[src/sv/imsp_pkg.sv]
`timescale 1ns / 1ps
package imsp_pkg;

  localparam logic [7:0] SYNC_BYTE   = 8'h55;
  localparam logic [7:0] TYPE_ANGLE  = 8'h01;
  localparam logic [7:0] TYPE_MOTION = 8'h03;

  localparam int ANGLE_NEED        = 6;
  localparam int MOTION_NEED       = 12;
  localparam int CAPTURE_BYTES_DEF = 12;
  localparam int NUM_WORDS         = 6;
  localparam int WORD_W            = 16;
  localparam int VALUE_W           = 28;
  localparam int ACCEL_W           = 8;
  localparam int GYRO_W            = 12;
  localparam int COUNT_W           = 32;
  localparam int QUEUE_DEPTH       = 2;

  localparam logic [ACCEL_W-1:0] ACCEL_RESET = 8'd16;
  localparam logic [GYRO_W-1:0]  GYRO_RESET  = 12'd2000;
  localparam logic [GYRO_W-1:0]  ANGLE_SCALE = 12'd180;

  localparam int CFG_IDX_W  = 2;
  localparam int CFG_DATA_W = 12;

  localparam logic [CFG_IDX_W-1:0] REG_ACCEL_RANGE = 2'd0;
  localparam logic [CFG_IDX_W-1:0] REG_GYRO_RANGE  = 2'd1;

  typedef enum logic [1:0] {
    ST_ANGLE     = 2'd0,
    ST_MOTION    = 2'd1,
    ST_BAD_SUM   = 2'd2,
    ST_BAD_FRAME = 2'd3
  } status_t;

  typedef struct packed {
    status_t                          status;
    logic [NUM_WORDS-1:0][WORD_W-1:0] words;
    logic [COUNT_W-1:0]               good_frames;
  } job_t;

endpackage

[src/sv/imsp_ifs.sv]
`timescale 1ns / 1ps
interface imsp_in_if;
  logic       valid;
  logic       ready;
  logic [7:0] rx_byte;
  logic       buffer_start;
  modport source(output valid, rx_byte, buffer_start, input ready);
  modport sink(input valid, rx_byte, buffer_start, output ready);
endinterface

interface imsp_out_if import imsp_pkg::*; ();
  logic                      valid;
  logic                      ready;
  logic [1:0]                frame_status;
  logic signed [VALUE_W-1:0] value_a;
  logic signed [VALUE_W-1:0] value_b;
  logic signed [VALUE_W-1:0] value_c;
  logic signed [VALUE_W-1:0] value_d;
  logic signed [VALUE_W-1:0] value_e;
  logic signed [VALUE_W-1:0] value_f;
  logic [COUNT_W-1:0]        good_frames;
  modport source(output valid, frame_status, value_a, value_b, value_c, value_d, value_e,
                 value_f, good_frames, input ready);
  modport sink(input valid, frame_status, value_a, value_b, value_c, value_d, value_e,
               value_f, good_frames, output ready);
endinterface

interface imsp_cfg_if import imsp_pkg::*; ();
  logic                  valid;
  logic                  ready;
  logic [CFG_IDX_W-1:0]  index;
  logic [CFG_DATA_W-1:0] data;
  modport source(output valid, index, data, input ready);
  modport sink(input valid, index, data, output ready);
endinterface

[src/sv/imu_sum_checked_frame_parser.sv]
`timescale 1ns / 1ps
// imu serial frame parser with 8-bit sum check
// in_ch takes one receive byte per item with a buffer-start flag; a frame
// (0x55 0x55, type, length, data, checksum) must open a buffer.
// out_ch gives one item per frame at its checksum byte: status, six scaled
// values in units of 1/32768 and the count of good frames.
// cfg_ch writes accel_range (index 0) and gyro_range (index 1); ready is
// always high, and writes belong in idle time.
// throughput: one byte per cycle while the job queue is not full; the
// parser classifies each byte in the cycle it is taken.
// path: a result goes from its checksum byte into the two-entry job queue,
// then through the scaling multipliers into the output register.
// stall: a held output keeps its item while the queue fills; in_ch.ready
// drops only when the queue is full.
// reset: counters and parse state clear, ranges return to 16 and 2000,
// and bytes are ignored until the next buffer start.
module imu_sum_checked_frame_parser import imsp_pkg::*; #(
  parameter int CAPTURE_BYTES = CAPTURE_BYTES_DEF
) (
  input  logic       clk,
  input  logic       rst_n,
  imsp_in_if.sink    in_ch,
  imsp_out_if.source out_ch,
  imsp_cfg_if.sink   cfg_ch
);

  logic q_full;
  logic q_push;
  job_t q_push_job;
  logic q_valid;
  job_t q_head_job;
  logic q_pop;

  imsp_front #(
    .CAPTURE_BYTES(CAPTURE_BYTES)
  ) u_front (
    .clk   (clk),
    .rst_n (rst_n),
    .in_ch (in_ch),
    .q_full(q_full),
    .q_push(q_push),
    .q_job (q_push_job)
  );

  imsp_queue u_queue (
    .clk       (clk),
    .rst_n     (rst_n),
    .push      (q_push),
    .push_job  (q_push_job),
    .full      (q_full),
    .head_valid(q_valid),
    .head_job  (q_head_job),
    .pop       (q_pop)
  );

  imsp_back u_back (
    .clk    (clk),
    .rst_n  (rst_n),
    .cfg_ch (cfg_ch),
    .out_ch (out_ch),
    .q_valid(q_valid),
    .q_job  (q_head_job),
    .q_pop  (q_pop)
  );

endmodule

[src/sv/imsp_front.sv]
`timescale 1ns / 1ps
module imsp_front import imsp_pkg::*; #(
  parameter int CAPTURE_BYTES = CAPTURE_BYTES_DEF
) (
  input  logic   clk,
  input  logic   rst_n,
  imsp_in_if.sink in_ch,
  input  logic   q_full,
  output logic   q_push,
  output job_t   q_job
);

  localparam int CAP_IDX_W = $clog2(CAPTURE_BYTES);

  logic [8:0]         pos_r, pos_nxt;
  logic [7:0]         len_r, len_nxt;
  logic [7:0]         type_r, type_nxt;
  logic [7:0]         sum_r, sum_nxt;
  logic               done_r, done_nxt;
  logic [COUNT_W-1:0] count_r, count_nxt;
  logic [7:0]         cap_r [CAPTURE_BYTES];

  logic                             accept;
  logic [8:0]                       cur_pos;
  logic [7:0]                       cur_len;
  logic [7:0]                       cur_type;
  logic [7:0]                       cur_sum;
  logic                             cur_done;
  logic [8:0]                       idx;
  logic                             cap_we;
  logic                             too_short;
  logic [NUM_WORDS-1:0][WORD_W-1:0] raw_w;

  assign in_ch.ready = !q_full;
  assign accept      = in_ch.valid && in_ch.ready;
  assign idx         = cur_pos - 9'd4;

  // little-endian words from the capture registers
  for (genvar k = 0; k < NUM_WORDS; k++) begin : g_word
    if (2 * k + 1 < CAPTURE_BYTES) begin : g_in
      assign raw_w[k] = {cap_r[2*k+1], cap_r[2*k]};
    end else begin : g_out
      assign raw_w[k] = '0;
    end
  end

  always_comb begin
    cur_pos  = in_ch.buffer_start ? 9'd0 : pos_r;
    cur_len  = in_ch.buffer_start ? 8'd0 : len_r;
    cur_type = in_ch.buffer_start ? 8'd0 : type_r;
    cur_sum  = in_ch.buffer_start ? 8'd0 : sum_r;
    cur_done = in_ch.buffer_start ? 1'b0 : done_r;

    pos_nxt   = pos_r;
    len_nxt   = len_r;
    type_nxt  = type_r;
    sum_nxt   = sum_r;
    done_nxt  = done_r;
    count_nxt = count_r;
    cap_we    = 1'b0;
    q_push    = 1'b0;
    q_job     = '0;

    if (cur_type == TYPE_ANGLE) begin
      too_short = ({24'd0, cur_len} < ANGLE_NEED) || (ANGLE_NEED > CAPTURE_BYTES);
    end else begin
      too_short = ({24'd0, cur_len} < MOTION_NEED) || (MOTION_NEED > CAPTURE_BYTES);
    end

    if (accept) begin
      pos_nxt  = cur_pos + 9'd1;
      len_nxt  = cur_len;
      type_nxt = cur_type;
      sum_nxt  = cur_sum + in_ch.rx_byte;
      done_nxt = cur_done;
      if (!cur_done) begin
        if (cur_pos < 9'd2) begin
          if (in_ch.rx_byte != SYNC_BYTE) begin
            done_nxt = 1'b1;
            pos_nxt  = cur_pos;
            sum_nxt  = cur_sum;
          end
        end else if (cur_pos == 9'd2) begin
          type_nxt = in_ch.rx_byte;
        end else if (cur_pos == 9'd3) begin
          len_nxt = in_ch.rx_byte;
        end else if (cur_pos < {1'b0, cur_len} + 9'd4) begin
          cap_we = (idx < 9'(CAPTURE_BYTES));
        end else begin
          // checksum byte ends the frame
          done_nxt = 1'b1;
          pos_nxt  = cur_pos;
          sum_nxt  = cur_sum;
          q_push   = 1'b1;
          if (!(cur_type inside {TYPE_ANGLE, TYPE_MOTION})) begin
            q_job.status = ST_BAD_FRAME;
          end else if (cur_sum != in_ch.rx_byte) begin
            q_job.status = ST_BAD_SUM;
          end else if (too_short) begin
            q_job.status = ST_BAD_FRAME;
          end else if (cur_type == TYPE_ANGLE) begin
            q_job.status   = ST_ANGLE;
            q_job.words[0] = raw_w[0];
            q_job.words[1] = raw_w[1];
            q_job.words[2] = raw_w[2];
            count_nxt      = count_r + 1'b1;
          end else begin
            q_job.status = ST_MOTION;
            q_job.words  = raw_w;
            count_nxt    = count_r + 1'b1;
          end
        end
      end else begin
        pos_nxt = cur_pos;
        sum_nxt = cur_sum;
      end
    end
    q_job.good_frames = count_nxt;
  end

  always_ff @(posedge clk) begin
    if (!rst_n) begin
      pos_r   <= '0;
      len_r   <= '0;
      type_r  <= '0;
      sum_r   <= '0;
      done_r  <= 1'b1;
      count_r <= '0;
    end else begin
      pos_r   <= pos_nxt;
      len_r   <= len_nxt;
      type_r  <= type_nxt;
      sum_r   <= sum_nxt;
      done_r  <= done_nxt;
      count_r <= count_nxt;
    end
  end

  always_ff @(posedge clk) begin
    if (cap_we) begin
      cap_r[idx[CAP_IDX_W-1:0]] <= in_ch.rx_byte;
    end
  end

endmodule

[src/sv/imsp_queue.sv]
`timescale 1ns / 1ps
module imsp_queue import imsp_pkg::*; (
  input  logic clk,
  input  logic rst_n,
  input  logic push,
  input  job_t push_job,
  output logic full,
  output logic head_valid,
  output job_t head_job,
  input  logic pop
);

  localparam int PTR_W = (QUEUE_DEPTH > 1) ? $clog2(QUEUE_DEPTH) : 1;
  localparam int CNT_W = $clog2(QUEUE_DEPTH + 1);

  job_t             mem_r [QUEUE_DEPTH];
  logic [PTR_W-1:0] wr_r, wr_nxt;
  logic [PTR_W-1:0] rd_r, rd_nxt;
  logic [CNT_W-1:0] cnt_r, cnt_nxt;

  assign full       = (cnt_r == CNT_W'(QUEUE_DEPTH));
  assign head_valid = (cnt_r != '0);
  assign head_job   = mem_r[rd_r];

  always_comb begin
    wr_nxt  = wr_r;
    rd_nxt  = rd_r;
    cnt_nxt = cnt_r;
    if (push) begin
      wr_nxt = (wr_r == PTR_W'(QUEUE_DEPTH - 1)) ? '0 : wr_r + 1'b1;
    end
    if (pop) begin
      rd_nxt = (rd_r == PTR_W'(QUEUE_DEPTH - 1)) ? '0 : rd_r + 1'b1;
    end
    if (push && !pop) begin
      cnt_nxt = cnt_r + 1'b1;
    end else if (pop && !push) begin
      cnt_nxt = cnt_r - 1'b1;
    end
  end

  always_ff @(posedge clk) begin
    if (!rst_n) begin
      wr_r  <= '0;
      rd_r  <= '0;
      cnt_r <= '0;
    end else begin
      wr_r  <= wr_nxt;
      rd_r  <= rd_nxt;
      cnt_r <= cnt_nxt;
    end
  end

  always_ff @(posedge clk) begin
    if (push) begin
      mem_r[wr_r] <= push_job;
    end
  end

endmodule

[src/sv/imsp_back.sv]
`timescale 1ns / 1ps
module imsp_back import imsp_pkg::*; (
  input  logic        clk,
  input  logic        rst_n,
  imsp_cfg_if.sink    cfg_ch,
  imsp_out_if.source  out_ch,
  input  logic        q_valid,
  input  job_t        q_job,
  output logic        q_pop
);

  function automatic logic [VALUE_W-1:0] scale(input logic [WORD_W-1:0] w,
                                               input logic [GYRO_W-1:0] m);
    logic signed [VALUE_W:0] p;
    p = $signed(w) * $signed({1'b0, m});
    return p[VALUE_W-1:0];
  endfunction

  logic [ACCEL_W-1:0] accel_r;
  logic [GYRO_W-1:0]  gyro_r;

  logic               out_valid_r, out_valid_nxt;
  logic [1:0]         status_r;
  logic [VALUE_W-1:0] val_r [NUM_WORDS];
  logic [COUNT_W-1:0] good_r;

  logic               load;
  logic [GYRO_W-1:0]  mul_abc;

  assign cfg_ch.ready = 1'b1;

  assign load    = q_valid && (!out_valid_r || out_ch.ready);
  assign q_pop   = load;
  assign mul_abc = (q_job.status == ST_ANGLE) ? ANGLE_SCALE : {{(GYRO_W-ACCEL_W){1'b0}}, accel_r};

  always_comb begin
    out_valid_nxt = out_valid_r;
    if (load) begin
      out_valid_nxt = 1'b1;
    end else if (out_ch.ready) begin
      out_valid_nxt = 1'b0;
    end
  end

  always_ff @(posedge clk) begin
    if (!rst_n) begin
      accel_r     <= ACCEL_RESET;
      gyro_r      <= GYRO_RESET;
      out_valid_r <= 1'b0;
    end else begin
      out_valid_r <= out_valid_nxt;
      if (cfg_ch.valid) begin
        case (cfg_ch.index)
          REG_ACCEL_RANGE: accel_r <= cfg_ch.data[ACCEL_W-1:0];
          REG_GYRO_RANGE:  gyro_r  <= cfg_ch.data[GYRO_W-1:0];
          default: ;
        endcase
      end
    end
  end

  // words of non-decoded frames arrive as zero, so products are zero too
  always_ff @(posedge clk) begin
    if (load) begin
      status_r <= q_job.status;
      good_r   <= q_job.good_frames;
      for (int k = 0; k < NUM_WORDS; k++) begin
        val_r[k] <= scale(q_job.words[k], (k < 3) ? mul_abc : gyro_r);
      end
    end
  end

  assign out_ch.valid        = out_valid_r;
  assign out_ch.frame_status = status_r;
  assign out_ch.value_a      = val_r[0];
  assign out_ch.value_b      = val_r[1];
  assign out_ch.value_c      = val_r[2];
  assign out_ch.value_d      = val_r[3];
  assign out_ch.value_e      = val_r[4];
  assign out_ch.value_f      = val_r[5];
  assign out_ch.good_frames  = good_r;

endmodule
[src/flat_wrapper.sv]
// flat-port wrapper written by rule: the top's interface ports become plain ports
module imu_sum_checked_frame_parser_flat import imsp_pkg::*;
#(
  parameter int CAPTURE_BYTES = CAPTURE_BYTES_DEF
)
  (clk, rst_n, in_ch_valid, in_ch_rx_byte, in_ch_buffer_start, in_ch_ready, out_ch_valid, out_ch_frame_status, out_ch_value_a, out_ch_value_b, out_ch_value_c, out_ch_value_d, out_ch_value_e, out_ch_value_f, out_ch_good_frames, out_ch_ready, cfg_ch_valid, cfg_ch_index, cfg_ch_data, cfg_ch_ready);
  imsp_in_if in_ch_i ();
  imsp_out_if out_ch_i ();
  imsp_cfg_if cfg_ch_i ();
  input  logic clk;
  input  logic rst_n;
  input wire logic [$bits(in_ch_i.valid)-1:0] in_ch_valid;
  input wire logic [$bits(in_ch_i.rx_byte)-1:0] in_ch_rx_byte;
  input wire logic [$bits(in_ch_i.buffer_start)-1:0] in_ch_buffer_start;
  output wire logic [$bits(in_ch_i.ready)-1:0] in_ch_ready;
  output wire logic [$bits(out_ch_i.valid)-1:0] out_ch_valid;
  output wire logic [$bits(out_ch_i.frame_status)-1:0] out_ch_frame_status;
  output wire logic [$bits(out_ch_i.value_a)-1:0] out_ch_value_a;
  output wire logic [$bits(out_ch_i.value_b)-1:0] out_ch_value_b;
  output wire logic [$bits(out_ch_i.value_c)-1:0] out_ch_value_c;
  output wire logic [$bits(out_ch_i.value_d)-1:0] out_ch_value_d;
  output wire logic [$bits(out_ch_i.value_e)-1:0] out_ch_value_e;
  output wire logic [$bits(out_ch_i.value_f)-1:0] out_ch_value_f;
  output wire logic [$bits(out_ch_i.good_frames)-1:0] out_ch_good_frames;
  input wire logic [$bits(out_ch_i.ready)-1:0] out_ch_ready;
  input wire logic [$bits(cfg_ch_i.valid)-1:0] cfg_ch_valid;
  input wire logic [$bits(cfg_ch_i.index)-1:0] cfg_ch_index;
  input wire logic [$bits(cfg_ch_i.data)-1:0] cfg_ch_data;
  output wire logic [$bits(cfg_ch_i.ready)-1:0] cfg_ch_ready;
  assign in_ch_i.valid = in_ch_valid;
  assign in_ch_i.rx_byte = in_ch_rx_byte;
  assign in_ch_i.buffer_start = in_ch_buffer_start;
  assign in_ch_ready = in_ch_i.ready;
  assign out_ch_valid = out_ch_i.valid;
  assign out_ch_frame_status = out_ch_i.frame_status;
  assign out_ch_value_a = out_ch_i.value_a;
  assign out_ch_value_b = out_ch_i.value_b;
  assign out_ch_value_c = out_ch_i.value_c;
  assign out_ch_value_d = out_ch_i.value_d;
  assign out_ch_value_e = out_ch_i.value_e;
  assign out_ch_value_f = out_ch_i.value_f;
  assign out_ch_good_frames = out_ch_i.good_frames;
  assign out_ch_i.ready = out_ch_ready;
  assign cfg_ch_i.valid = cfg_ch_valid;
  assign cfg_ch_i.index = cfg_ch_index;
  assign cfg_ch_i.data = cfg_ch_data;
  assign cfg_ch_ready = cfg_ch_i.ready;
  imu_sum_checked_frame_parser #(.CAPTURE_BYTES(CAPTURE_BYTES)) u_core (.clk(clk), .rst_n(rst_n), .in_ch(in_ch_i), .out_ch(out_ch_i), .cfg_ch(cfg_ch_i));
endmodule
[config.mk]
export PLATFORM = sky130hd
export DESIGN_NAME = imu_sum_checked_frame_parser_flat
export DESIGN_NICKNAME = d
export VERILOG_FILES = /design/src/sv/imsp_pkg.sv /design/src/sv/imsp_ifs.sv /design/src/sv/imu_sum_checked_frame_parser.sv /design/src/sv/imsp_front.sv /design/src/sv/imsp_queue.sv /design/src/sv/imsp_back.sv /design/src/flat_wrapper.sv
export SDC_FILE = /design/constraint.sdc
export NUM_CORES = 2
export LEC_CHECK = 0
export BUFFER_PORTS_ARGS = -buffer_cell sky130_fd_sc_hd__buf_2
export CORE_ASPECT_RATIO = 1.25
export CORE_UTILIZATION = 40
export DETAILED_ROUTE_END_ITERATION = 6
export PLACE_DENSITY_LB_ADDON = 0.2
export SYNTH_ARGS = -nofsm -noshare
export SYNTH_HDL_FRONTEND = slang
export SYNTH_SLANG_ARGS = --single-unit
[constraint.sdc]
create_clock -name clk -period 24.3 [get_ports clk]
set_input_delay 4.86 -clock clk [delete_from_list [all_inputs] [get_ports clk]]
set_output_delay 4.86 -clock clk [all_outputs]
set_load 0.1 [all_outputs]
== After elaboration in Yosys (flattened, before gate mapping) ==
Memories as Yosys holds them, arrays and structs flattened. A register that Yosys moved wholly into a read port is not among the register bits.
Index checks and enable logic that the tools add are counted.

* Flip-flop bits (word level): 125
* Word-level logic and storage cells: 140
* Output and inout port bits: 205
* ROM bits: 0
* Memories: 3
* Bits in writable memories: 524
* Bits in latches: 0

{| class="wikitable"
|+ Memories
! name !! depth !! bits a word !! rd ports !! clocked after memory_dff !! write ports !! RTL line !! source
|-
| u_core.u_queue.mem_r || 2 || 130 || 1 || 1 || 1 || imsp_queue.sv:16 || <nowiki>job_t mem_r [QUEUE_DEPTH];</nowiki>
|-
| u_core.u_back.val_r || 6 || 28 || 6 || 0 || 6 || imsp_back.sv:24 || <nowiki>logic [VALUE_W-1:0] val_r [NUM_WORDS];</nowiki>
|-
| u_core.u_front.cap_r || 12 || 8 || 12 || 0 || 1 || imsp_front.sv:21 || <nowiki>logic [7:0] cap_r [CAPTURE_BYTES];</nowiki>
|}

* Add/subtract/negate cells: 9
* Mux-type cells: 78
* Bitwise gates (word level): 0
* Shift-type cells: 0
* Reductions and logical operators: 17
* Div/mod/pow operators: 0
* Magnitude comparators: 5
* Equality and inequality tests: 8
* Multipliers: 6

{| class="wikitable"
|+ Operators by type and width
! cell !! count
|-
| 98-bit two-way mux || 6
|-
| 32-bit two-way mux || 9
|-
| 96-bit two-way mux || 3
|-
| 8-bit two-way mux || 17
|-
| 16-bit by 13-bit multiplier with 28-bit output || 3
|-
| 16-bit by 9-bit multiplier with 25-bit output || 3
|-
| 9-bit two-way mux || 7
|-
| 48-bit two-way mux || 1
|-
| 32-bit by 1-bit adder with 32-bit output (second input constant) || 1
|-
| 1-bit two-way mux || 30
|-
| 9-bit by 2-bit equality test with 1-bit output (second input constant) || 2
|-
| 2-bit two-way mux || 5
|-
| 8-bit by 3-bit adder with 9-bit output (second input constant) || 1
|-
| 9-bit by 1-bit adder with 9-bit output (second input constant) || 1
|-
| 9-bit by 2-bit less-than comparator with 1-bit output (second input constant) || 1
|-
| 9-bit by 4-bit less-than comparator with 1-bit output (second input constant) || 1
|-
| 9-bit less-than comparator || 1
|-
| 9-bit by 3-bit subtractor with 9-bit output (second input constant) || 1
|-
| 8-bit adder || 1
|-
| 8-bit by 1-bit equality test with 1-bit output (second input constant) || 1
|-
| 8-bit by 2-bit equality test with 1-bit output (second input constant) || 1
|-
| 8-bit by 3-bit less-than comparator with 1-bit output (second input constant) || 1
|-
| 8-bit by 4-bit less-than comparator with 1-bit output (second input constant) || 1
|-
| 8-bit by 7-bit inequality test with 1-bit output (second input constant) || 1
|-
| 12 further kinds || 24
|}

== Longest topological paths before layout ==
* Depth after elaboration: 13
* Depth in mapped cells: 25
* Depth with buffers taken out: 22

== Hierarchy ==
A second synthesis with hierarchy kept.

* Cell total of the unflattened synthesis: 5568
* Area, all modules: 59443.3 sq um

{| class="wikitable"
|+ By module, submodules not included
! module !! seq. area each (sq um) !! times used !! cells each !! area an instance (sq um)
|-
| imsp_back || 6216.0 || 1 || 4412 || 41795.1
|-
| imsp_queue || 7907.6 || 1 || 426 || 9628.0
|-
| imsp_front || 4204.0 || 1 || 730 || 8020.2
|}

== Worst setup path after synthesis ==
No wires, ideal clock.

* Kind: input-to-reg
* From: input in_ch_buffer_start
* To: memory u_core.u_queue.mem_r[0][0] (netlist name) (enable)
* Slack: 3818 ps
* Setup time: 938 ps
* Cell stages on the path: 16
* Arrival time: 19543 ps
* Buffers on the path: 5
* Path through: buf_6 > buf_2 > buf_1 > clkbuf_1 > nor2b_1 > ha_1 > nand3_1 > xnor2_1 > nand2_1 > ha_1 > o21a_1 > o21ai_0 > o21bai_1 > a21oi_4 > buf_6 > nor4_1

* Longest elaborated chain between the ends: 11
* Elaborated cells between the ends (all ways): 16

{| class="wikitable"
|+ RTL lines
! element !! RTL line !! source
|-
| from (decl) || flat_wrapper.sv:14 || <nowiki>input wire logic [$bits(in_ch_i.buffer_start)-1:0] in_ch_buffer_start;</nowiki>
|-
| 8-bit two-way mux || imsp_front.sv:49 || <nowiki>cur_len = in_ch.buffer_start ? 8'd0 : len_r;</nowiki>
|-
| 8-bit by 3-bit adder with 9-bit output || imsp_front.sv:87 || <nowiki>end else if (cur_pos < {1'b0, cur_len} + 9'd4) begin</nowiki>
|-
| 9-bit less-than comparator || imsp_front.sv:87 ||
|-
| 1-bit two-way mux || imsp_front.sv:87 ||
|-
| 1-bit two-way mux || imsp_front.sv:85 || <nowiki>end else if (cur_pos == 9'd3) begin</nowiki>
|-
| 1-bit two-way mux || imsp_front.sv:83 || <nowiki>end else if (cur_pos == 9'd2) begin</nowiki>
|-
| 1-bit two-way mux || imsp_front.sv:77 || <nowiki>if (cur_pos < 9'd2) begin</nowiki>
|-
| 1-bit two-way mux (*) || imsp_front.sv:76 || <nowiki>if (!cur_done) begin</nowiki>
|-
| 1-bit two-way mux (*) || imsp_front.sv:70 || <nowiki>if (accept) begin</nowiki>
|-
| 1-bit two-way mux (*) || imsp_queue.sv:55 || <nowiki>if (push) begin</nowiki>
|-
| 1-bit two-way mux (implied by the code) (*) || imsp_queue.sv:56 || <nowiki>mem_r[wr_r] <= push_job;</nowiki>
|-
| to (decl) || imsp_queue.sv:16 ||
|}

Every way passes the cells marked *; elsewhere a longest branch is shown, timed or not.

== Final worst setup path ==
* From: input in_ch_buffer_start
* To: memory u_core.u_queue.mem_r[1][87] (netlist name) (enable)

* Longest elaborated chain between the ends: 11
* Elaborated cells between the ends (all ways): 16

{| class="wikitable"
|+ RTL lines
! element !! RTL line !! source
|-
| 8-bit two-way mux || imsp_front.sv:49 ||
|-
| 8-bit by 3-bit adder with 9-bit output || imsp_front.sv:87 ||
|-
| 9-bit less-than comparator || imsp_front.sv:87 ||
|-
| 1-bit two-way mux || imsp_front.sv:87 ||
|-
| 1-bit two-way mux || imsp_front.sv:85 ||
|-
| 1-bit two-way mux || imsp_front.sv:83 ||
|-
| 1-bit two-way mux || imsp_front.sv:77 ||
|-
| 1-bit two-way mux (*) || imsp_front.sv:76 ||
|-
| 1-bit two-way mux (*) || imsp_front.sv:70 ||
|-
| named net u_core.q_push || imu_sum_checked_frame_parser.sv:28 || <nowiki>logic q_push;</nowiki>
|-
| 1-bit two-way mux (*) || imsp_queue.sv:55 ||
|-
| 1-bit two-way mux (implied by the code) (*) || imsp_queue.sv:56 ||
|}

The timed path passes the listed nets; every way through them passes the cells marked *.

==> reports/results.tsv <==
stage	metric	value	unit
outcome	status	completed	
logic_synthesis	ys_seq_area_frac	0.308	
place	gp_congestion	0.833	
route	wl_met2	72400	um
logic_synthesis	synth_edf_count	549	
route	first_pass_iters	7	
layout	layoutNonFillerInstCount	7780	
logic_synthesis	synth_cells	5686	
layout	final_common_cell	inv_1	
critical_path	cp-end-kind	register	
min_path	hp-class	register to register	
place	numPortBuffers	231	
global_route	grt_pass1_wl	225000	um
global_route	track_usage	0.191	
timing	drv_slew	0	
die	start_util	0.405	
layout	syn_to_final_growth	9.07	%
global_route	grt_pass1_vias	41000	
clock_network	cts_buffer_depth	3	
die	dieArea	150000	um^2
route	vias	38400	
clock_network	cts_setup_buffers	0	
layout	final_cell_mix	1,219 x inv_1, 832 x fa_1, 552 x nand2_1	
critical_path	critPathRequiredTime	24.60	ns
die	num_rows	157	
route	drt-met1-wl	58000	um
clock_network	postCtsResizedCells	0	
route	top_layer_used	met5	
clock_network	clk_latency	0.69	ns
logic_synthesis	yosys_warnings	0	
logic_synthesis	ys_ff_latch	641	
critical_path	crit_fanout	50	
timing	finalCritPeriodShare	0.371	
layout	seqCellArea	18300	um^2
die	die_w	347	um
flow_run	maxCapViolCount	0	
layout	nets	7041	
timing	finalHoldViolations	0	
route	drtAntennaViolNets	0	
timing	grt_setup_unrepaired	no	
timing	setup_violations	0	
clock_network	cts_sinks	641	
clock_network	cts_htree_levels	3	
logic_synthesis	synthFlopType	edfxtp_1	
route	wirelength	140000	um
route	drc	0	
layout	final_layout_size_suffix_gt1_frac	0.0915	
critical_path	arrival	9.32	ns
die	die_y	433	um
clock_network	tritoncts	built	
logic_synthesis	synth.distinct_cells	80	
global_route	antenna_found_initial	15	
logic_synthesis	syn_area	59500	um^2
critical_path	worstSetupPathType	input pin to register	
timing	setup_tns	0	ns
clock_network	cts_inserted_buffers	72	
global_route	grt-ovfl-total	0	
logic_synthesis	async_flop_share	0	
route	post_drt_wl_per_cell	17.9	um
logic_synthesis	syn_avg_cell_area	10.5	um^2
timing	worstMarginPinSlew	1.10	ns
timing	slew_headroom	0.261	
clock_network	path_clk_slew	0.06	ns
layout	final_core_util	0.442	
clock_network	cts-hold-fix-buffers	0	
clock_network	root_buffer	clkbuf_16	
place	dp.cells	7645	
route	drtIter0Drc	1889	
layout	nFillCells	14100	
place	dp_hpwl	105000	um
timing	clock_skew	0.0648	ns
timing	timing.final.crit_period	9.03	ns
die	core_area	147000	um^2
logic_synthesis	syn_nets	6916	
route	wl_met3	5780	um
timing	fmax	0.111	GHz
layout	multi_input_area	35700	um^2
critical_path	startpoint_type	input pin	
route	vias_per_cell	4.94	
global_route	grt_max_degree	112	
die	ios	233	
worst paths after layout:
check,startpoint,to,slack [ns],cells past startpoint
worst min register to register,u_core.u_back.gyro_r[1],u_core.u_back.gyro_r[1],0.46,2
worst max register to register,register,u_core.u_back.val_r[2][23],16.11,22
worst min-delay path,u_core.u_back.gyro_r[1],u_core.u_back.gyro_r[1],0.46,2
worst max-delay path,in_ch_buffer_start,u_core.u_queue.mem_r[1][87],15.27,17
routing by layer:
layer | up-vias | GRT usage
li1 | 18000 | -
met1 | 19600 | 0.234
met2 | 665 | 0.349
met3 | 204 | 0.0253
met4 | 12 | 0.0545
met5 | - | 0
registers in the layout, indices dropped and copies added, names as in the netlist, named ones only:
register                           count
u_core.u_back.val_r                  159
u_core.u_back.accel_r                  8
u_core.u_front.count_r                32
u_core.u_front.cap_r                  96
u_core.u_front.len_r                   8
u_core.u_queue.mem_r                 260
u_core.u_front.type_r                  8
u_core.u_back.out_ch.valid             1
u_core.u_queue.cnt_r                   2
u_core.u_queue.wr_r                    1
u_core.u_back.out_ch.frame_status      2
u_core.u_front.done_r                  1
u_core.u_back.gyro_r                  12
u_core.u_front.sum_r                   8
u_core.u_back.out_ch.good_frames      32
u_core.u_queue.rd_r                    1
u_core.u_front.pos_r                   9
worst max-delay path, stage by stage:
cell and delay [ns]:
buf_2 0.07, buf_4 0.40, inv_1 0.35, nand2_1 0.18, inv_1 0.06, ha_1 0.23, nand3_1 0.11, xnor2_1 0.12
nand2_1 0.07, ha_1 0.32, o21a_1 0.12, o21ai_0 0.09, o21bai_1 0.24, a21oi_4 0.21, nor3_1 0.52, and2_4 0.60
buf_4 0.68
per-stage QoR:
stage          setup slack [ns]  instance area, um^2  hold WS (ns)
6_report                  15.27                64900         0.461
3_5_place_dp              14.57                62400         0.450
5_1_grt                   14.79                64900         0.478
3_3_place_gp              14.56                62400         0.443
2_1_floorplan              3.82                59500         0.456
4_1_cts                   15.28                64900         0.459
synthesized netlist by cell type, types with 14 or more instances:
cell type	n	area (um^2)
inv_1	1219	4580
fa_1	832	16700
nand2_1	552	2070
edfxtp_1	549	16500
and2_1	405	2530
ha_1	370	4630
nor2_1	308	1160
clkbuf_1	178	668
xnor2_1	153	1340
mux2_2	121	1360
a21oi_1	113	566
dfxtp_1	92	1840
mux2i_1	78	781
nor2b_1	76	475
o21ai_0	64	320
nand2b_1	49	307
nand3_1	48	240
and3_1	43	269
a21o_1	42	315
nor3_1	42	210
xor2_1	36	315
a22oi_1	25	188
o21a_1	24	180
a211oi_1	22	165
nand4_1	22	138
a31oi_1	19	119
o21bai_1	17	128
buf_2	14	70.1
final cells by class:
cell class	count	area share
timing repair buffer	272	0.0228
tap	1908	0.0368
sequential	641	0.283
multi-input combinational	3604	0.550
inverter	1220	0.0706
antenna	4	0.000154
clock buffer	88	0.0293
clock inverter	43	0.00795
cells by family after synthesis:
logic type / after synthesis / synth area share
buffers and inverters: 1441 / 0.0928
adders and majority gates: 1202 / 0.358
other: 1 / 0.0000630
DFF: 641 / 0.308
xor gates and xnor gates: 189 / 0.0278
and+or+nand+nor: 1614 / 0.134
AOI/OAI and AO/OA: 399 / 0.0437
muxes: 199 / 0.0360
Power is not shown: default switching activity piles up to over one toggle a cycle in this logic, so the estimate is an artifact.
